`config.mk`:
```
export PLATFORM = sky130hd
export DESIGN_NAME = linear_index_to_subscripts_unit_flat
export DESIGN_NICKNAME = d
export VERILOG_FILES = /design/src/l2s_pkg.sv /design/src/l2s_if.sv /design/src/linear_index_to_subscripts_unit.sv /design/src/l2s_apb_regs.sv /design/src/l2s_ser_mul.sv /design/src/l2s_ser_div.sv /design/src/flat_wrapper.sv
export SDC_FILE = /design/constraint.sdc
export NUM_CORES = 1
export LEC_CHECK = 0
export BUFFER_PORTS_ARGS = -buffer_cell sky130_fd_sc_hd__buf_4
export CAP_MARGIN = 25
export CORE_MARGIN = 1.5
export CORE_UTILIZATION = 60
export CTS_CLUSTER_SIZE = 30
export DETAILED_ROUTE_END_ITERATION = 7
export PLACE_DENSITY = 0.78
export SYNTH_ARGS = -nofsm -noshare
export SYNTH_HDL_FRONTEND = slang
export SYNTH_HIERARCHICAL = 1
export SYNTH_SLANG_ARGS = --single-unit
export TNS_END_PERCENT = 50
```
`constraint.sdc`:
```
create_clock -name clk_i -period 6.4 [get_ports clk_i]
set_input_delay 0.64 -clock clk_i [delete_from_list [all_inputs] [get_ports clk_i]]
set_output_delay 0.64 -clock clk_i [all_outputs]
set_load 0.01 [all_outputs]
```
`src/l2s_pkg.sv`:
```
// l2s_pkg: widths, register codes and the configuration struct of the
// linear index to subscripts unit. No dependencies; the design modules import it.
package l2s_pkg;

  localparam int unsigned IDX_W         = 32;  // linear index
  localparam int unsigned SUB_W         = 16;  // one subscript
  localparam int unsigned SIZE_W        = 16;  // one dimension extent
  localparam int unsigned DCNT_W        = 3;   // dimension count register
  localparam int unsigned NUM_SIZE_REGS = 4;   // extent registers on the bus
  localparam int unsigned NUM_SUBS      = 4;   // subscript fields per word
  localparam int unsigned STRIDE_W      = 48;  // product of up to three extents
  localparam int unsigned PROD_W        = 64;  // product of up to four extents
  localparam int unsigned PADDR_W       = 5;
  localparam int unsigned PDATA_W       = 32;

  // register index, byte address is four times this
  typedef enum logic [2:0] {
    REG_DIM_COUNT = 3'd0,
    REG_SIZE_DIM0 = 3'd1,
    REG_SIZE_DIM1 = 3'd2,
    REG_SIZE_DIM2 = 3'd3,
    REG_SIZE_DIM3 = 3'd4
  } l2s_reg_e;

  // configuration as seen by the datapath
  typedef struct packed {
    logic [DCNT_W-1:0]                         dim_count;
    logic [NUM_SIZE_REGS-1:0][SIZE_W-1:0]      size_dim;
  } l2s_cfg_t;

endpackage

```
`src/l2s_if.sv`:
```
// l2s_if: valid/ready channels of the unit, one for the index word and one
// for the subscript word. No dependencies.
interface l2s_in_if;
  logic               valid;
  logic               ready;
  logic signed [31:0] linear_index;

  modport source (output valid, output linear_index, input ready);
  modport sink   (input valid, input linear_index, output ready);
endinterface

interface l2s_out_if;
  logic        valid;
  logic        ready;
  logic [15:0] subscript0;
  logic [15:0] subscript1;
  logic [15:0] subscript2;
  logic [15:0] subscript3;
  logic        index_error;

  modport source (output valid, output subscript0, output subscript1,
                  output subscript2, output subscript3, output index_error,
                  input ready);
  modport sink   (input valid, input subscript0, input subscript1,
                  input subscript2, input subscript3, input index_error,
                  output ready);
endinterface

```
`src/linear_index_to_subscripts_unit.sv`:
```
// linear_index_to_subscripts_unit: column-major index to subscripts converter.
// Depends on l2s_pkg, l2s_if, l2s_apb_regs, l2s_ser_mul, l2s_ser_div.
//
//   port       dir  kind        word
//   in_ch_i    in   valid/ready linear_index (signed 32 bits)
//   out_ch_o   out  valid/ready subscript0..3 (16 bits each), index_error
//   psel..     in   APB         dim_count at 0x00, size_dim0..3 at 0x04..0x10
//
// One word at a time. With n dimensions in use a word takes one pass of the
// serial multiplier per extent, then one pass of the serial divider per
// subscript. A bad index skips the divider.
// A finished word sits in the output register, so the next index is taken
// while it waits; a full output register holds the next result back.
// Reset sets dim_count and all extents to 1; there is no clearing pass.
module linear_index_to_subscripts_unit #(
  parameter int unsigned MAX_DIMS = 4
) (
  input  logic                        clk_i,
  input  logic                        rst_ni,
  l2s_in_if.sink                      in_ch_i,
  l2s_out_if.source                   out_ch_o,
  input  logic                        psel,
  input  logic                        penable,
  input  logic                        pwrite,
  input  logic [l2s_pkg::PADDR_W-1:0] paddr,
  input  logic [l2s_pkg::PDATA_W-1:0] pwdata,
  output logic [l2s_pkg::PDATA_W-1:0] prdata,
  output logic                        pready
);
  import l2s_pkg::*;

  localparam int unsigned NumDims = (MAX_DIMS < NUM_SIZE_REGS) ? MAX_DIMS : NUM_SIZE_REGS;
  localparam int unsigned DimW    = (NumDims > 1) ? $clog2(NumDims) : 1;

  typedef enum logic [3:0] {
    S_IDLE = 4'b0001,
    S_MUL  = 4'b0010,
    S_DIV  = 4'b0100,
    S_DONE = 4'b1000
  } state_e;

  state_e   state_q, state_d;
  l2s_cfg_t cfg;

  logic [IDX_W-1:0]                   idx_q, idx_d;
  logic [DimW-1:0]                    nl_q, nl_d, k_q, k_d, nl_cfg;
  logic [NumDims-1:0][STRIDE_W-1:0]   stride_q, stride_d;
  logic [NUM_SUBS-1:0][SUB_W-1:0]     sub_q, sub_d, out_sub_q;
  logic                               err_q, err_d, out_err_q;
  logic                               out_vld_q, out_vld_d, out_load;
  logic                               accept;

  logic                mul_start, mul_done;
  logic [STRIDE_W-1:0] mul_mcand;
  logic [SIZE_W-1:0]   mul_mplier;
  logic [PROD_W-1:0]   mul_prod;
  logic                div_start, div_done;
  logic [IDX_W-1:0]    div_dvd, div_rem;
  logic [STRIDE_W-1:0] div_dvs;
  logic [SUB_W-1:0]    div_quo;

  l2s_apb_regs u_regs (
    .clk_i   (clk_i),
    .rst_ni  (rst_ni),
    .psel    (psel),
    .penable (penable),
    .pwrite  (pwrite),
    .paddr   (paddr),
    .pwdata  (pwdata),
    .prdata  (prdata),
    .pready  (pready),
    .cfg_o   (cfg)
  );

  l2s_ser_mul u_mul (
    .clk_i    (clk_i),
    .rst_ni   (rst_ni),
    .start_i  (mul_start),
    .mcand_i  (mul_mcand),
    .mplier_i (mul_mplier),
    .done_o   (mul_done),
    .prod_o   (mul_prod)
  );

  l2s_ser_div u_div (
    .clk_i   (clk_i),
    .rst_ni  (rst_ni),
    .start_i (div_start),
    .dvd_i   (div_dvd),
    .dvs_i   (div_dvs),
    .done_o  (div_done),
    .quo_o   (div_quo),
    .rem_o   (div_rem)
  );

  // last dimension in use: count zero means one, clamp at the built size
  always_comb begin
    if (cfg.dim_count == '0) begin
      nl_cfg = '0;
    end else if (cfg.dim_count > DCNT_W'(NumDims)) begin
      nl_cfg = DimW'(NumDims - 1);
    end else begin
      nl_cfg = DimW'(cfg.dim_count - 1'b1);
    end
  end

  assign in_ch_i.ready = (state_q == S_IDLE);
  assign accept        = in_ch_i.valid & in_ch_i.ready;
  assign out_load      = (state_q == S_DONE) & (~out_vld_q | out_ch_o.ready);

  // sequencer: strides and element count first, then subscripts top down
  always_comb begin
    state_d    = state_q;
    idx_d      = idx_q;
    nl_d       = nl_q;
    k_d        = k_q;
    stride_d   = stride_q;
    sub_d      = sub_q;
    err_d      = err_q;
    mul_start  = 1'b0;
    mul_mcand  = STRIDE_W'(1);
    mul_mplier = cfg.size_dim[0];
    div_start  = 1'b0;
    div_dvd    = idx_q;
    div_dvs    = stride_q[nl_q];
    unique case (state_q)
      S_IDLE: begin
        if (accept) begin
          idx_d       = in_ch_i.linear_index;
          nl_d        = nl_cfg;
          k_d         = '0;
          stride_d[0] = STRIDE_W'(1);
          sub_d       = '0;
          err_d       = 1'b0;
          mul_start   = 1'b1;
          state_d     = S_MUL;
        end
      end
      S_MUL: begin
        if (mul_done) begin
          if (k_q != nl_q) begin
            stride_d[k_q + 1'b1] = mul_prod[STRIDE_W-1:0];
            k_d        = k_q + 1'b1;
            mul_mcand  = mul_prod[STRIDE_W-1:0];
            mul_mplier = cfg.size_dim[k_q + 1'b1];
            mul_start  = 1'b1;
          end else if (idx_q[IDX_W-1] || (PROD_W'(idx_q) >= mul_prod)) begin
            // negative or past the element count
            err_d   = 1'b1;
            state_d = S_DONE;
          end else begin
            k_d       = nl_q;
            div_start = 1'b1;
            state_d   = S_DIV;
          end
        end
      end
      S_DIV: begin
        if (div_done) begin
          sub_d[k_q] = div_quo;
          if (k_q == '0) begin
            state_d = S_DONE;
          end else begin
            k_d       = k_q - 1'b1;
            div_dvd   = div_rem;
            div_dvs   = stride_q[k_q - 1'b1];
            div_start = 1'b1;
          end
        end
      end
      S_DONE: begin
        if (out_load) begin
          state_d = S_IDLE;
        end
      end
      default: state_d = S_IDLE;
    endcase
  end

  // output register valid
  always_comb begin
    out_vld_d = out_vld_q & ~out_ch_o.ready;
    if (out_load) begin
      out_vld_d = 1'b1;
    end
  end

  always_ff @(posedge clk_i or negedge rst_ni) begin
    if (!rst_ni) begin
      state_q   <= S_IDLE;
      out_vld_q <= 1'b0;
      nl_q      <= '0;
      k_q       <= '0;
    end else begin
      state_q   <= state_d;
      out_vld_q <= out_vld_d;
      nl_q      <= nl_d;
      k_q       <= k_d;
    end
  end

  always_ff @(posedge clk_i) begin
    idx_q    <= idx_d;
    stride_q <= stride_d;
    sub_q    <= sub_d;
    err_q    <= err_d;
    if (out_load) begin
      out_sub_q <= sub_q;
      out_err_q <= err_q;
    end
  end

  assign out_ch_o.valid       = out_vld_q;
  assign out_ch_o.subscript0  = out_sub_q[0];
  assign out_ch_o.subscript1  = out_sub_q[1];
  assign out_ch_o.subscript2  = out_sub_q[2];
  assign out_ch_o.subscript3  = out_sub_q[3];
  assign out_ch_o.index_error = out_err_q;

endmodule

```
`src/l2s_apb_regs.sv`:
```
// l2s_apb_regs: APB register file holding the dimension count and extents.
// Depends on l2s_pkg.
module l2s_apb_regs (
  input  logic                        clk_i,
  input  logic                        rst_ni,
  input  logic                        psel,
  input  logic                        penable,
  input  logic                        pwrite,
  input  logic [l2s_pkg::PADDR_W-1:0] paddr,
  input  logic [l2s_pkg::PDATA_W-1:0] pwdata,
  output logic [l2s_pkg::PDATA_W-1:0] prdata,
  output logic                        pready,
  output l2s_pkg::l2s_cfg_t           cfg_o
);
  import l2s_pkg::*;

  l2s_cfg_t cfg_q, cfg_d;
  l2s_reg_e reg_idx;
  logic     wr_en;

  assign reg_idx = l2s_reg_e'(paddr[PADDR_W-1:2]);
  assign wr_en   = psel & penable & pwrite;
  assign pready  = 1'b1;
  assign cfg_o   = cfg_q;

  // write decode, unknown indexes are dropped
  always_comb begin
    cfg_d = cfg_q;
    if (wr_en) begin
      unique case (reg_idx)
        REG_DIM_COUNT: cfg_d.dim_count   = pwdata[DCNT_W-1:0];
        REG_SIZE_DIM0: cfg_d.size_dim[0] = pwdata[SIZE_W-1:0];
        REG_SIZE_DIM1: cfg_d.size_dim[1] = pwdata[SIZE_W-1:0];
        REG_SIZE_DIM2: cfg_d.size_dim[2] = pwdata[SIZE_W-1:0];
        REG_SIZE_DIM3: cfg_d.size_dim[3] = pwdata[SIZE_W-1:0];
        default: ;
      endcase
    end
  end

  always_ff @(posedge clk_i or negedge rst_ni) begin
    if (!rst_ni) begin
      cfg_q.dim_count <= DCNT_W'(1);
      for (int i = 0; i < NUM_SIZE_REGS; i++) begin
        cfg_q.size_dim[i] <= SIZE_W'(1);
      end
    end else begin
      cfg_q <= cfg_d;
    end
  end

  // read mux
  always_comb begin
    prdata = '0;
    unique case (reg_idx)
      REG_DIM_COUNT: prdata = PDATA_W'(cfg_q.dim_count);
      REG_SIZE_DIM0: prdata = PDATA_W'(cfg_q.size_dim[0]);
      REG_SIZE_DIM1: prdata = PDATA_W'(cfg_q.size_dim[1]);
      REG_SIZE_DIM2: prdata = PDATA_W'(cfg_q.size_dim[2]);
      REG_SIZE_DIM3: prdata = PDATA_W'(cfg_q.size_dim[3]);
      default:       prdata = '0;
    endcase
  end

endmodule

```
`src/l2s_ser_mul.sv`:
```
// l2s_ser_mul: bit-serial shift-add multiplier, one extent bit per cycle.
// Depends on l2s_pkg.
module l2s_ser_mul (
  input  logic                         clk_i,
  input  logic                         rst_ni,
  input  logic                         start_i,
  input  logic [l2s_pkg::STRIDE_W-1:0] mcand_i,
  input  logic [l2s_pkg::SIZE_W-1:0]   mplier_i,
  output logic                         done_o,
  output logic [l2s_pkg::PROD_W-1:0]   prod_o
);
  import l2s_pkg::*;

  localparam int unsigned CntW = $clog2(SIZE_W);

  logic                busy_q, done_q;
  logic [CntW-1:0]     cnt_q;
  logic [STRIDE_W-1:0] mcand_q;
  logic [SIZE_W-1:0]   mplier_q;
  logic [PROD_W-1:0]   prod_q, prod_d;

  // shift partial product, add multiplicand on a set multiplier msb
  assign prod_d = {prod_q[PROD_W-2:0], 1'b0}
                + (mplier_q[SIZE_W-1] ? PROD_W'(mcand_q) : PROD_W'(0));

  assign done_o = done_q;
  assign prod_o = prod_q;

  always_ff @(posedge clk_i or negedge rst_ni) begin
    if (!rst_ni) begin
      busy_q <= 1'b0;
      done_q <= 1'b0;
      cnt_q  <= '0;
    end else begin
      done_q <= 1'b0;
      if (start_i) begin
        busy_q <= 1'b1;
        cnt_q  <= '0;
      end else if (busy_q) begin
        cnt_q <= cnt_q + 1'b1;
        if (cnt_q == CntW'(SIZE_W - 1)) begin
          busy_q <= 1'b0;
          done_q <= 1'b1;
        end
      end
    end
  end

  always_ff @(posedge clk_i) begin
    if (start_i) begin
      mcand_q  <= mcand_i;
      mplier_q <= mplier_i;
      prod_q   <= '0;
    end else if (busy_q) begin
      mplier_q <= {mplier_q[SIZE_W-2:0], 1'b0};
      prod_q   <= prod_d;
    end
  end

endmodule

```
`src/l2s_ser_div.sv`:
```
// l2s_ser_div: restoring divider, one quotient bit per cycle. The quotient is
// known to fit a subscript. Depends on l2s_pkg.
module l2s_ser_div (
  input  logic                         clk_i,
  input  logic                         rst_ni,
  input  logic                         start_i,
  input  logic [l2s_pkg::IDX_W-1:0]    dvd_i,
  input  logic [l2s_pkg::STRIDE_W-1:0] dvs_i,
  output logic                         done_o,
  output logic [l2s_pkg::SUB_W-1:0]    quo_o,
  output logic [l2s_pkg::IDX_W-1:0]    rem_o
);
  import l2s_pkg::*;

  localparam int unsigned DW   = STRIDE_W + SUB_W - 1;
  localparam int unsigned CntW = $clog2(SUB_W);

  logic             busy_q, done_q;
  logic [CntW-1:0]  cnt_q;
  logic [DW-1:0]    dvs_q;
  logic [IDX_W-1:0] rem_q, rem_d;
  logic [SUB_W-1:0] quo_q;
  logic             ge;

  // trial subtract of the aligned divisor
  assign ge    = DW'(rem_q) >= dvs_q;
  assign rem_d = ge ? rem_q - dvs_q[IDX_W-1:0] : rem_q;

  assign done_o = done_q;
  assign quo_o  = quo_q;
  assign rem_o  = rem_q;

  always_ff @(posedge clk_i or negedge rst_ni) begin
    if (!rst_ni) begin
      busy_q <= 1'b0;
      done_q <= 1'b0;
      cnt_q  <= '0;
    end else begin
      done_q <= 1'b0;
      if (start_i) begin
        busy_q <= 1'b1;
        cnt_q  <= '0;
      end else if (busy_q) begin
        cnt_q <= cnt_q + 1'b1;
        if (cnt_q == CntW'(SUB_W - 1)) begin
          busy_q <= 1'b0;
          done_q <= 1'b1;
        end
      end
    end
  end

  always_ff @(posedge clk_i) begin
    if (start_i) begin
      dvs_q <= {dvs_i, {(SUB_W-1){1'b0}}};
      rem_q <= dvd_i;
      quo_q <= '0;
    end else if (busy_q) begin
      dvs_q <= {1'b0, dvs_q[DW-1:1]};
      rem_q <= rem_d;
      quo_q <= {quo_q[SUB_W-2:0], ge};
    end
  end

endmodule
```
`src/flat_wrapper.sv`:
```
// flat-port wrapper written by rule: the top's interface ports become plain ports
module linear_index_to_subscripts_unit_flat import l2s_pkg::*;
#(
  parameter int unsigned MAX_DIMS = 4
)
  (clk_i, rst_ni, psel, penable, pwrite, paddr, pwdata, prdata, pready, in_ch_i_valid, in_ch_i_linear_index, in_ch_i_ready, out_ch_o_valid, out_ch_o_subscript0, out_ch_o_subscript1, out_ch_o_subscript2, out_ch_o_subscript3, out_ch_o_index_error, out_ch_o_ready);
  l2s_in_if in_ch_i_i ();
  l2s_out_if out_ch_o_i ();
  input  logic clk_i;
  input  logic rst_ni;
  input  logic psel;
  input  logic penable;
  input  logic pwrite;
  input  logic [l2s_pkg::PADDR_W-1:0] paddr;
  input  logic [l2s_pkg::PDATA_W-1:0] pwdata;
  output logic [l2s_pkg::PDATA_W-1:0] prdata;
  output logic pready;
  input wire logic [$bits(in_ch_i_i.valid)-1:0] in_ch_i_valid;
  input wire logic [$bits(in_ch_i_i.linear_index)-1:0] in_ch_i_linear_index;
  output wire logic [$bits(in_ch_i_i.ready)-1:0] in_ch_i_ready;
  output wire logic [$bits(out_ch_o_i.valid)-1:0] out_ch_o_valid;
  output wire logic [$bits(out_ch_o_i.subscript0)-1:0] out_ch_o_subscript0;
  output wire logic [$bits(out_ch_o_i.subscript1)-1:0] out_ch_o_subscript1;
  output wire logic [$bits(out_ch_o_i.subscript2)-1:0] out_ch_o_subscript2;
  output wire logic [$bits(out_ch_o_i.subscript3)-1:0] out_ch_o_subscript3;
  output wire logic [$bits(out_ch_o_i.index_error)-1:0] out_ch_o_index_error;
  input wire logic [$bits(out_ch_o_i.ready)-1:0] out_ch_o_ready;
  assign in_ch_i_i.valid = in_ch_i_valid;
  assign in_ch_i_i.linear_index = in_ch_i_linear_index;
  assign in_ch_i_ready = in_ch_i_i.ready;
  assign out_ch_o_valid = out_ch_o_i.valid;
  assign out_ch_o_subscript0 = out_ch_o_i.subscript0;
  assign out_ch_o_subscript1 = out_ch_o_i.subscript1;
  assign out_ch_o_subscript2 = out_ch_o_i.subscript2;
  assign out_ch_o_subscript3 = out_ch_o_i.subscript3;
  assign out_ch_o_index_error = out_ch_o_i.index_error;
  assign out_ch_o_i.ready = out_ch_o_ready;
  linear_index_to_subscripts_unit #(.MAX_DIMS(MAX_DIMS)) u_core (.clk_i(clk_i), .rst_ni(rst_ni), .in_ch_i(in_ch_i_i), .out_ch_o(out_ch_o_i), .psel(psel), .penable(penable), .pwrite(pwrite), .paddr(paddr), .pwdata(pwdata), .prdata(prdata), .pready(pready));
endmodule
```
==> results of run 1 <==
[flip-flops by register name, indices dropped and copies added, names as in the netlist, 16 cells and up]
register / count
u_core/out_ch_o.subscript1: 16
u_core/u_mul/prod_o: 64
u_core/out_ch_o.subscript0: 16
u_core/out_ch_o.subscript3: 16
u_core/u_div/quo_o: 16
u_core/idx_q: 32
u_core/u_regs/cfg_o: 67
u_core/u_mul/mplier_q: 16
u_core/out_ch_o.subscript2: 16
u_core/u_div/dvs_q: 63
u_core/sub_q: 64
u_core/stride_q: 192
u_core/u_mul/mcand_q: 48
u_core/u_div/rem_o: 32
[cell families after synthesis]
group	count (synthesis)	synth area share, %
XOR/XNOR	72	1.74
buffers and inverters	295	3.62
adder cells (fa/ha/maj)	124	4.31
AO/OA/AOI/OAI	503	9.51
multiplexers	473	17.2
other	2	0.0207
AND/OR/NAND/NOR	798	11.0
flip-flops	681	52.6
[synth_stat cells (18+ instances only)]
cell type | instances | area, sq um
edfxtp_1 | 498 | 15000
nor2_1 | 270 | 1010
mux2i_1 | 194 | 1940
nand2_1 | 188 | 706
mux2_2 | 163 | 1840
ha_1 | 121 | 1510
a21oi_1 | 115 | 576
clkbuf_1 | 109 | 409
inv_1 | 98 | 368
mux4_2 | 96 | 2160
dfxtp_1 | 95 | 1900
o21ai_0 | 95 | 475
dfrtp_1 | 82 | 2050
and2_1 | 56 | 350
and3_1 | 56 | 350
a21o_1 | 46 | 345
nand4_1 | 42 | 263
nand3_1 | 41 | 205
xnor2_1 | 38 | 333
a22o_1 | 37 | 324
xor2_1 | 34 | 298
o21ai_1 | 33 | 165
buf_1 | 32 | 120
buf_2 | 23 | 115
nor4_1 | 22 | 138
buf_4 | 20 | 150
mux2_4 | 20 | 300
a221o_1 | 19 | 190
nand2b_1 | 19 | 119
a211oi_1 | 18 | 135
nand3b_1 | 18 | 135
[metal layers]
metal / track usage [%] / up-vias / share of wire, %
li1: - / 11200 / -
met1: 36.8 / 12300 / 40
met2: 48.7 / 1022 / 50
met3: 4.56 / 188 / 6.4
met4: 11.0 / 0 / 3.4
met5: 0 / - / 0
[worst max-delay path, delay by kind of cell, from the launching register on]
| kind | cells | cell delay (ns) |
|---|---|---|
| XOR/XNOR | 1 | 0.18 |
| AO/OA/AOI/OAI | 5 | 1.19 |
| AND/OR/NAND/NOR | 4 | 1.08 |
| flip-flops | 1 | 0.79 |
| adder cells (fa/ha/maj) | 2 | 0.63 |
| buffers and inverters | 1 | 0.39 |
[path summary, 6_finish.rpt]
check                                                         start                                     to  cells past startpoint  slack [ns]
worst min-delay path                       in_ch_i_linear_index[17]             u_core/idx_q[17]$_DFFE_PP_                      1        0.20
worst min register to register               u_core/err_q$_DFFE_PP_  u_core/out_ch_o.index_error$_DFFE_PP_                      0        0.44
worst max register to register  u_core/u_mul/mplier_q[15]$_DFFE_PP_   u_core/u_mul/prod_o[63]$_SDFFE_PP0P_                     13        1.96
min in group asynchronous                                    rst_ni      u_core/u_mul/cnt_q[2]$_DFFE_PN0P_                      2        0.49
worst max-delay path            u_core/u_mul/mplier_q[15]$_DFFE_PP_   u_core/u_mul/prod_o[63]$_SDFFE_PP0P_                     13        1.96
max in group asynchronous                                    rst_ni             u_core/nl_q[0]$_DFFE_PN0P_                      3        4.67
[cells in the final DEF (no fill, tap or decap), types with 17 or more instances in the layout]
master	n
nand4_1	42
dfxtp_1	95
and2_1	56
a211oi_1	18
dfrtp_1	77
nand2_1	187
conb_1	17
edfxtp_1	498
a21o_1	46
and3_1	53
o21ai_1	32
nand2b_1	17
nand3_1	41
mux2_2	163
clkbuf_16	75
nand3b_1	18
o21ai_0	95
buf_4	172
ha_1	119
mux4_2	96
nor2_1	269
mux2_4	20
nor4_1	22
xnor2_1	38
mux2i_1	194
a221o_1	19
a22o_1	37
inv_1	97
xor2_1	34
a21oi_1	115
[final cells by class]
cell class              instances  area (sq um)  area share (%)
diodes                          1          2.50         0.00622
multi-input cells            1987         16000            39.8
clock buffers                  92          1990            4.94
well taps                     773           967            2.40
flip-flops and latches        681         19100            47.4
repair buffers                176          1350            3.36
clock inverters                43           468            1.16
inverters                      98           368           0.914
[power by group]
group / switching (mW) / internal [mW] / total [mW]
clock network: 1.77 / 2.55 / 4.32
registers: 0.916 / 5.88 / 6.80
logic: 3.01 / 2.29 / 5.29
[repair_timing]
action                                  in CTS  in global routing
resized for setup                            0                  0
endpoints found under the setup margin       0                  0
hold buffers                                 1                  0
hold endpoints to repair                    30                  0
==> results by group, run 1 <==
Setup path
  • Crit Path Max Fanout: 29
  • Max stage delay cell, worst path: edfxtp_1
  • Max stage delay on crit path: 0.79 ns
  • Arrival time at the worst endpoint: between 4 and 5 ns
  • Crit. End Element: register
  • Kind of critical path: reg -> reg
  • CP cell instances: buf_4 -> and2_1 -> ha_1 -> fa_1 -> a211oi_1 -> nor4_1 -> nor2_1 -> a311oi_4 -> nor3b_2 -> a21oi_1 -> a41oi_1 -> xor2_1 -> o21ai_1
  • Crit path launch type: register
  • Worst endpoint required time: approximately 6.9 ns

Global routing
  • Antenna violations before repair: 1
  • Vias in the first global route: 25.0k
  • Total global routing overflow: 0
  • Largest net degree at the start of global routing: 76
  • All-Layer GR Usage: between 20% and 30%
  • First-pass GRT wire length: about 140000 um

Detailed routing
  • Starting DRT DRC Count: 2138
  • Routed WL: 89300 um
  • DR WL/cell: around 23 um
  • Detail Route Antenna Nets: 0
  • Drc violations: 0
  • Vias: 24.7k
  • First-pass detailed-route iteration total: 5
  • Vias/cell: 6.41

Power
  • Total Power: 16.4 mW
  • Pwr/cell area: between 400 and 500 nW/um^2
  • Peak supply drop: 0.289 mV
  • Static Leak: 15.3 nW

CTS
  • Number of H-tree levels: 3
  • CTS Sinks: 681
  • CTS tree: built
  • CTS clk-pin slew, worst paths: around 0.06 ns
  • Skew-Pair Late Insertion Delay: slightly above 0.6 ns
  • Root Buffer: clkbuf_16
  • Post-CTS Setup Inserts: 0
  • Max Root-Sink Buffers: 3
  • TritonCTS buffer count: 73

Die
  • Die area: 61900 sq um
  • Die height: 249 um
  • Initial core utilization: 61.1%
  • Row count: 89
  • Die width: 249 um
  • I/O Pins: 176
  • Core Footprint: 59400 sq um

Placement
  • I/O Buffers: 140
  • Hpwl dp: approximately 58000 um
  • Inst Count DP: 3713
  • RePlAce Congestion: about 0.93
  • Post-placement cell area: 37800 sq um
  • Pre-CTS setup slack: 2.04 ns

Timing
  • Slew Viols, Final: 0
  • Hold WS: approximately 0.20 ns
  • Worst-Margin Slew: 1.24 ns
  • Slew HR: 16.5%
  • Final Cycle Share: a little over two thirds
  • Fin. Hold Viols: 0
  • Clock Skew: between 0.015 and 0.02 ns
  • Crit path setup slack, layout: 1.96 ns
  • Final setup violation count: 0
  • Fmax: 225 MHz
  • Setup TNS: 0 ns
  • Clock period minus worst slack: 4.44 ns
  • Unrepaired setup endpoints after global routing: no

Cells and area
  • Cell Count, Final, Fillers Out: 3851
  • Final Util: about two thirds
  • # fillers: 4157
  • Design area: between 40000 and 50000 sq um
  • Share of cells above drive strength 1: 21.1%
  • Nets: 3216
  • Area Overhead vs Synth: 11.0%

Yosys
  • Cells after Synth: 2948
  • Post-synthesis sequential area ratio: a little over half
  • Post-synth EDFFs: 498
  • Seq cells post-synth: 681
  • Cell Area, Synth: 36300 sq um
  • Ys flop type: edfxtp_1
  • Ys async rst share: approximately an eighth
  • Syn_area_per_cell: between 10 and 15 sq um
  • Unique masters post-synth: 106
  • Ys Warns: 6

Worst hold path
  • Hold Path Class: in -> reg

Run
  • MaxCap Viol Count: 0

Status
  • Status: complete, no violations
No activity file was read; power rests on OpenSTA's default activity.
==> run 2, diff against run 1 <==
clock period = 4.2 ns   (was 6.4 ns; I/O delays follow)
==> run 2 against run 1 <==
Critical path type unchanged. Sequential share of layout area fell by 0.67 points. Non-clock buffer count rose by 63. Global-route usage rose by 0.28 points.
==> results by group, run 2 (synthesized netlist as in run 1, its figures left out) <==
Status
  • Status: complete, no violations

Global routing
  • Largest net degree at the start of global routing: 65 (-14%)
  • Vias in the first global route: 25.3k (+1.1%)
  • All-Layer GR Usage: 28.9% (+0.28 points)
  • Antenna violations before repair: 1 (unchanged)
  • Total global routing overflow: 0 (unchanged)
  • First-pass GRT wire length: 141000 um (+0.90%)

Die
  • Core Footprint: 59400 sq um (unchanged)
  • Die height: 249 um (unchanged)
  • Initial core utilization: 61.1% (unchanged)
  • Row count: 89 (unchanged)
  • Die width: 249 um (unchanged)
  • Die area: 61900 sq um (unchanged)
  • I/O Pins: 176 (unchanged)

Detailed routing
  • Drc violations: 0 (unchanged)
  • DR WL/cell: 23.1 um (-0.29%)
  • First-pass detailed-route iteration total: 5 (unchanged)
  • Vias: 25.0k (+1.1%)
  • Starting DRT DRC Count: 2057 (-3.8%)
  • Routed WL: 90500 um (+1.3%)
  • Detail Route Antenna Nets: 0 (unchanged)
  • Vias/cell: 6.38 (-0.48%)

CTS
  • Post-CTS sizing: 0 (unchanged)
  • CTS tree: built
  • CTS Sinks: 681 (unchanged)
  • CTS Hold Bufs: 33 (+32)
  • Max Root-Sink Buffers: 3 (unchanged)
  • Number of H-tree levels: 3 (unchanged)
  • TritonCTS buffer count: 73 (unchanged)
  • Skew-Pair Late Insertion Delay: 0.64 ns (+0.02 ns)
  • CTS clk-pin slew, worst paths: 0.07 ns (about the same)
  • Root Buffer: clkbuf_16
  • Post-CTS Setup Inserts: 0 (unchanged)

Placement
  • Inst Count DP: 3745 (+0.86%)
  • Hpwl dp: 59000 um (+2.2%)
  • RePlAce Congestion: 0.902 (-3.0%)
  • I/O Buffers: 140 (unchanged)
  • Pre-CTS setup slack: 0.368 ns (-1.67 ns)

Timing
  • Worst-Margin Slew: 1.07 ns (-0.168 ns)
  • Clock period minus worst slack: 3.85 ns (-0.586 ns)
  • Fin. Hold Viols: 0 (unchanged)
  • Final Cycle Share: 91.7% (+22 points)
  • Final setup violation count: 0 (unchanged)
  • Clock Skew: 0.0217 ns (+0.00209 ns)
  • Unrepaired setup endpoints after global routing: no
  • Crit path setup slack, layout: 0.349 ns (-1.61 ns)
  • Slew Viols, Final: 0 (unchanged)
  • Fmax: 260 MHz (+15%)
  • Setup TNS: 0 ns (unchanged)
  • Slew HR: 28.5% (+12 points)

Setup path
  • CP cell instances: and2_1 -> ha_1 -> fa_1 -> a211oi_1 -> nor4_1 -> nor2_1 -> a311oi_4 -> nor3b_2 -> buf_4 -> a21oi_1 -> a41oi_1 -> xor2_1 -> o21ai_1
  • Crit Path Max Fanout: 23 (-21%)
  • Max stage delay cell, worst path: edfxtp_1
  • Crit path launch type: register
  • Worst endpoint required time: 4.72 ns (-2.13 ns)
  • Arrival time at the worst endpoint: 4.37 ns (-0.52 ns)
  • Crit path max-delay family: compound AO/OA/AOI/OAI gates
  • WP buf/inv: 1 (unchanged)
  • Max stage delay on crit path: 0.72 ns (-0.07 ns)
  • Kind of critical path: reg -> reg
  • Crit. End Element: register
  • CP Depth: 13 (unchanged)
  • R2R depth: 13 (unchanged)

Cells and area
  • Final Util: 68.8% (+0.97 points)
  • Most frequent cells in the layout: 498 x edfxtp_1, 269 x nor2_1, 196 x buf_4, 194 x mux2i_1, 187 x nand2_1
  • Area Overhead vs Synth: 12.6%
  • Cell Count, Final, Fillers Out: 3913 (+1.6%)
  • Nets: 3279 (+2.0%)
  • Largest register FFs: 192 (unchanged)
  • ANT cells: 0 (-1)
  • Largest register by flop count: u_core/stride_q
  • Share of cells above drive strength 1: 21.3% (+0.25 points)
  • # fillers: 4113 (-1.1%)
  • Commonest non-fill, non-tap cell in the layout: edfxtp_1

Power
  • Pwr/cell area: 616 nW/um^2 (+51%)
  • Logic gate share of total power: 33.5% (+1.3 points)
  • Seq pwr share: 40.9% (-0.5 points)
  • Internal power: 16.4 mW (+53%)
  • Total Power: 25.1 mW (+53%)
  • Clk pwr share: 25.6% (-0.7 points)
  • Switching power: 8.79 mW (+54%)
  • Static Leak: 15.5 nW (+1.7%)
  • Sw frac: 34.9% (+0.25 points)
  • Peak supply drop: 0.497 mV (+72%)

Worst hold path
  • Hold-critical path depth: 2 (+1)
  • Hold Path Class: in -> reg

Run
  • MaxCap Viol Count: 0 (unchanged)
run 2: cell type report:
class	instances	area (sq um)	area share, %
clock buffer	102	2080	5.10
sequential	681	19100	46.7
clock inverter	33	308	0.754
multi-input combinational	1987	16000	39.2
timing repair buffer	239	2010	4.92
inverter	98	372	0.910
tap	773	967	2.37
run 2: power by group through the flow:
stage | Clock (mW) | Sequential [mW] | Combinational [mW]
after floorplan | 0 | 9.79 | 6.20
after global placement | 0 | 10.3 | 7.96
after detailed placement | 0 | 10.4 | 8.27
after CTS | 6.51 | 10.3 | 8.37
after global routing | 6.77 | 10.4 | 9.14
final | 6.43 | 10.3 | 8.42
run 2: layer usage:
| layer | GRT usage [%] | vias to the layer above | wire, um |
|---|---|---|---|
| li1 | - | 11300 | - |
| met5 | 0 | - | 13 |
| met3 | 5.17 | 184 | 6070 |
| met1 | 37.3 | 12500 | 36500 |
| met4 | 10.1 | 2 | 2810 |
| met2 | 49.1 | 975 | 45100 |
run 2: metrics by stage:
step / hold slack, ns / instance area (sq um)
after global placement: 0.416 / 38100
after CTS: 0.0157 / 40800
final: 0.0373 / 40800
after detailed placement: 0.415 / 38100
after floorplan: 0.124 / 36300
after global routing: 0.0218 / 40800
run 2: path summary, 6_finish.rpt:
path | from | to | slack, ns
worst max register to register | u_core/u_mul/mplier_q[15]$_DFFE_PP_ | u_core/u_mul/prod_o[63]$_SDFFE_PP0P_ | 0.35
worst max-delay path | u_core/u_mul/mplier_q[15]$_DFFE_PP_ | u_core/u_mul/prod_o[63]$_SDFFE_PP0P_ | 0.35
worst min register to register | u_core/err_q$_DFFE_PP_ | u_core/out_ch_o.index_error$_DFFE_PP_ | 0.42
worst min-delay path | pwdata[8] | u_core/u_regs/cfg_o[24]$_DFFE_PN0P_ | 0.04
min in group asynchronous | rst_ni | u_core/u_mul/cnt_q[0]$_DFFE_PN0P_ | 0.35
max in group asynchronous | rst_ni | u_core/u_regs/cfg_o[52]$_DFFE_PN0P_ | 2.81
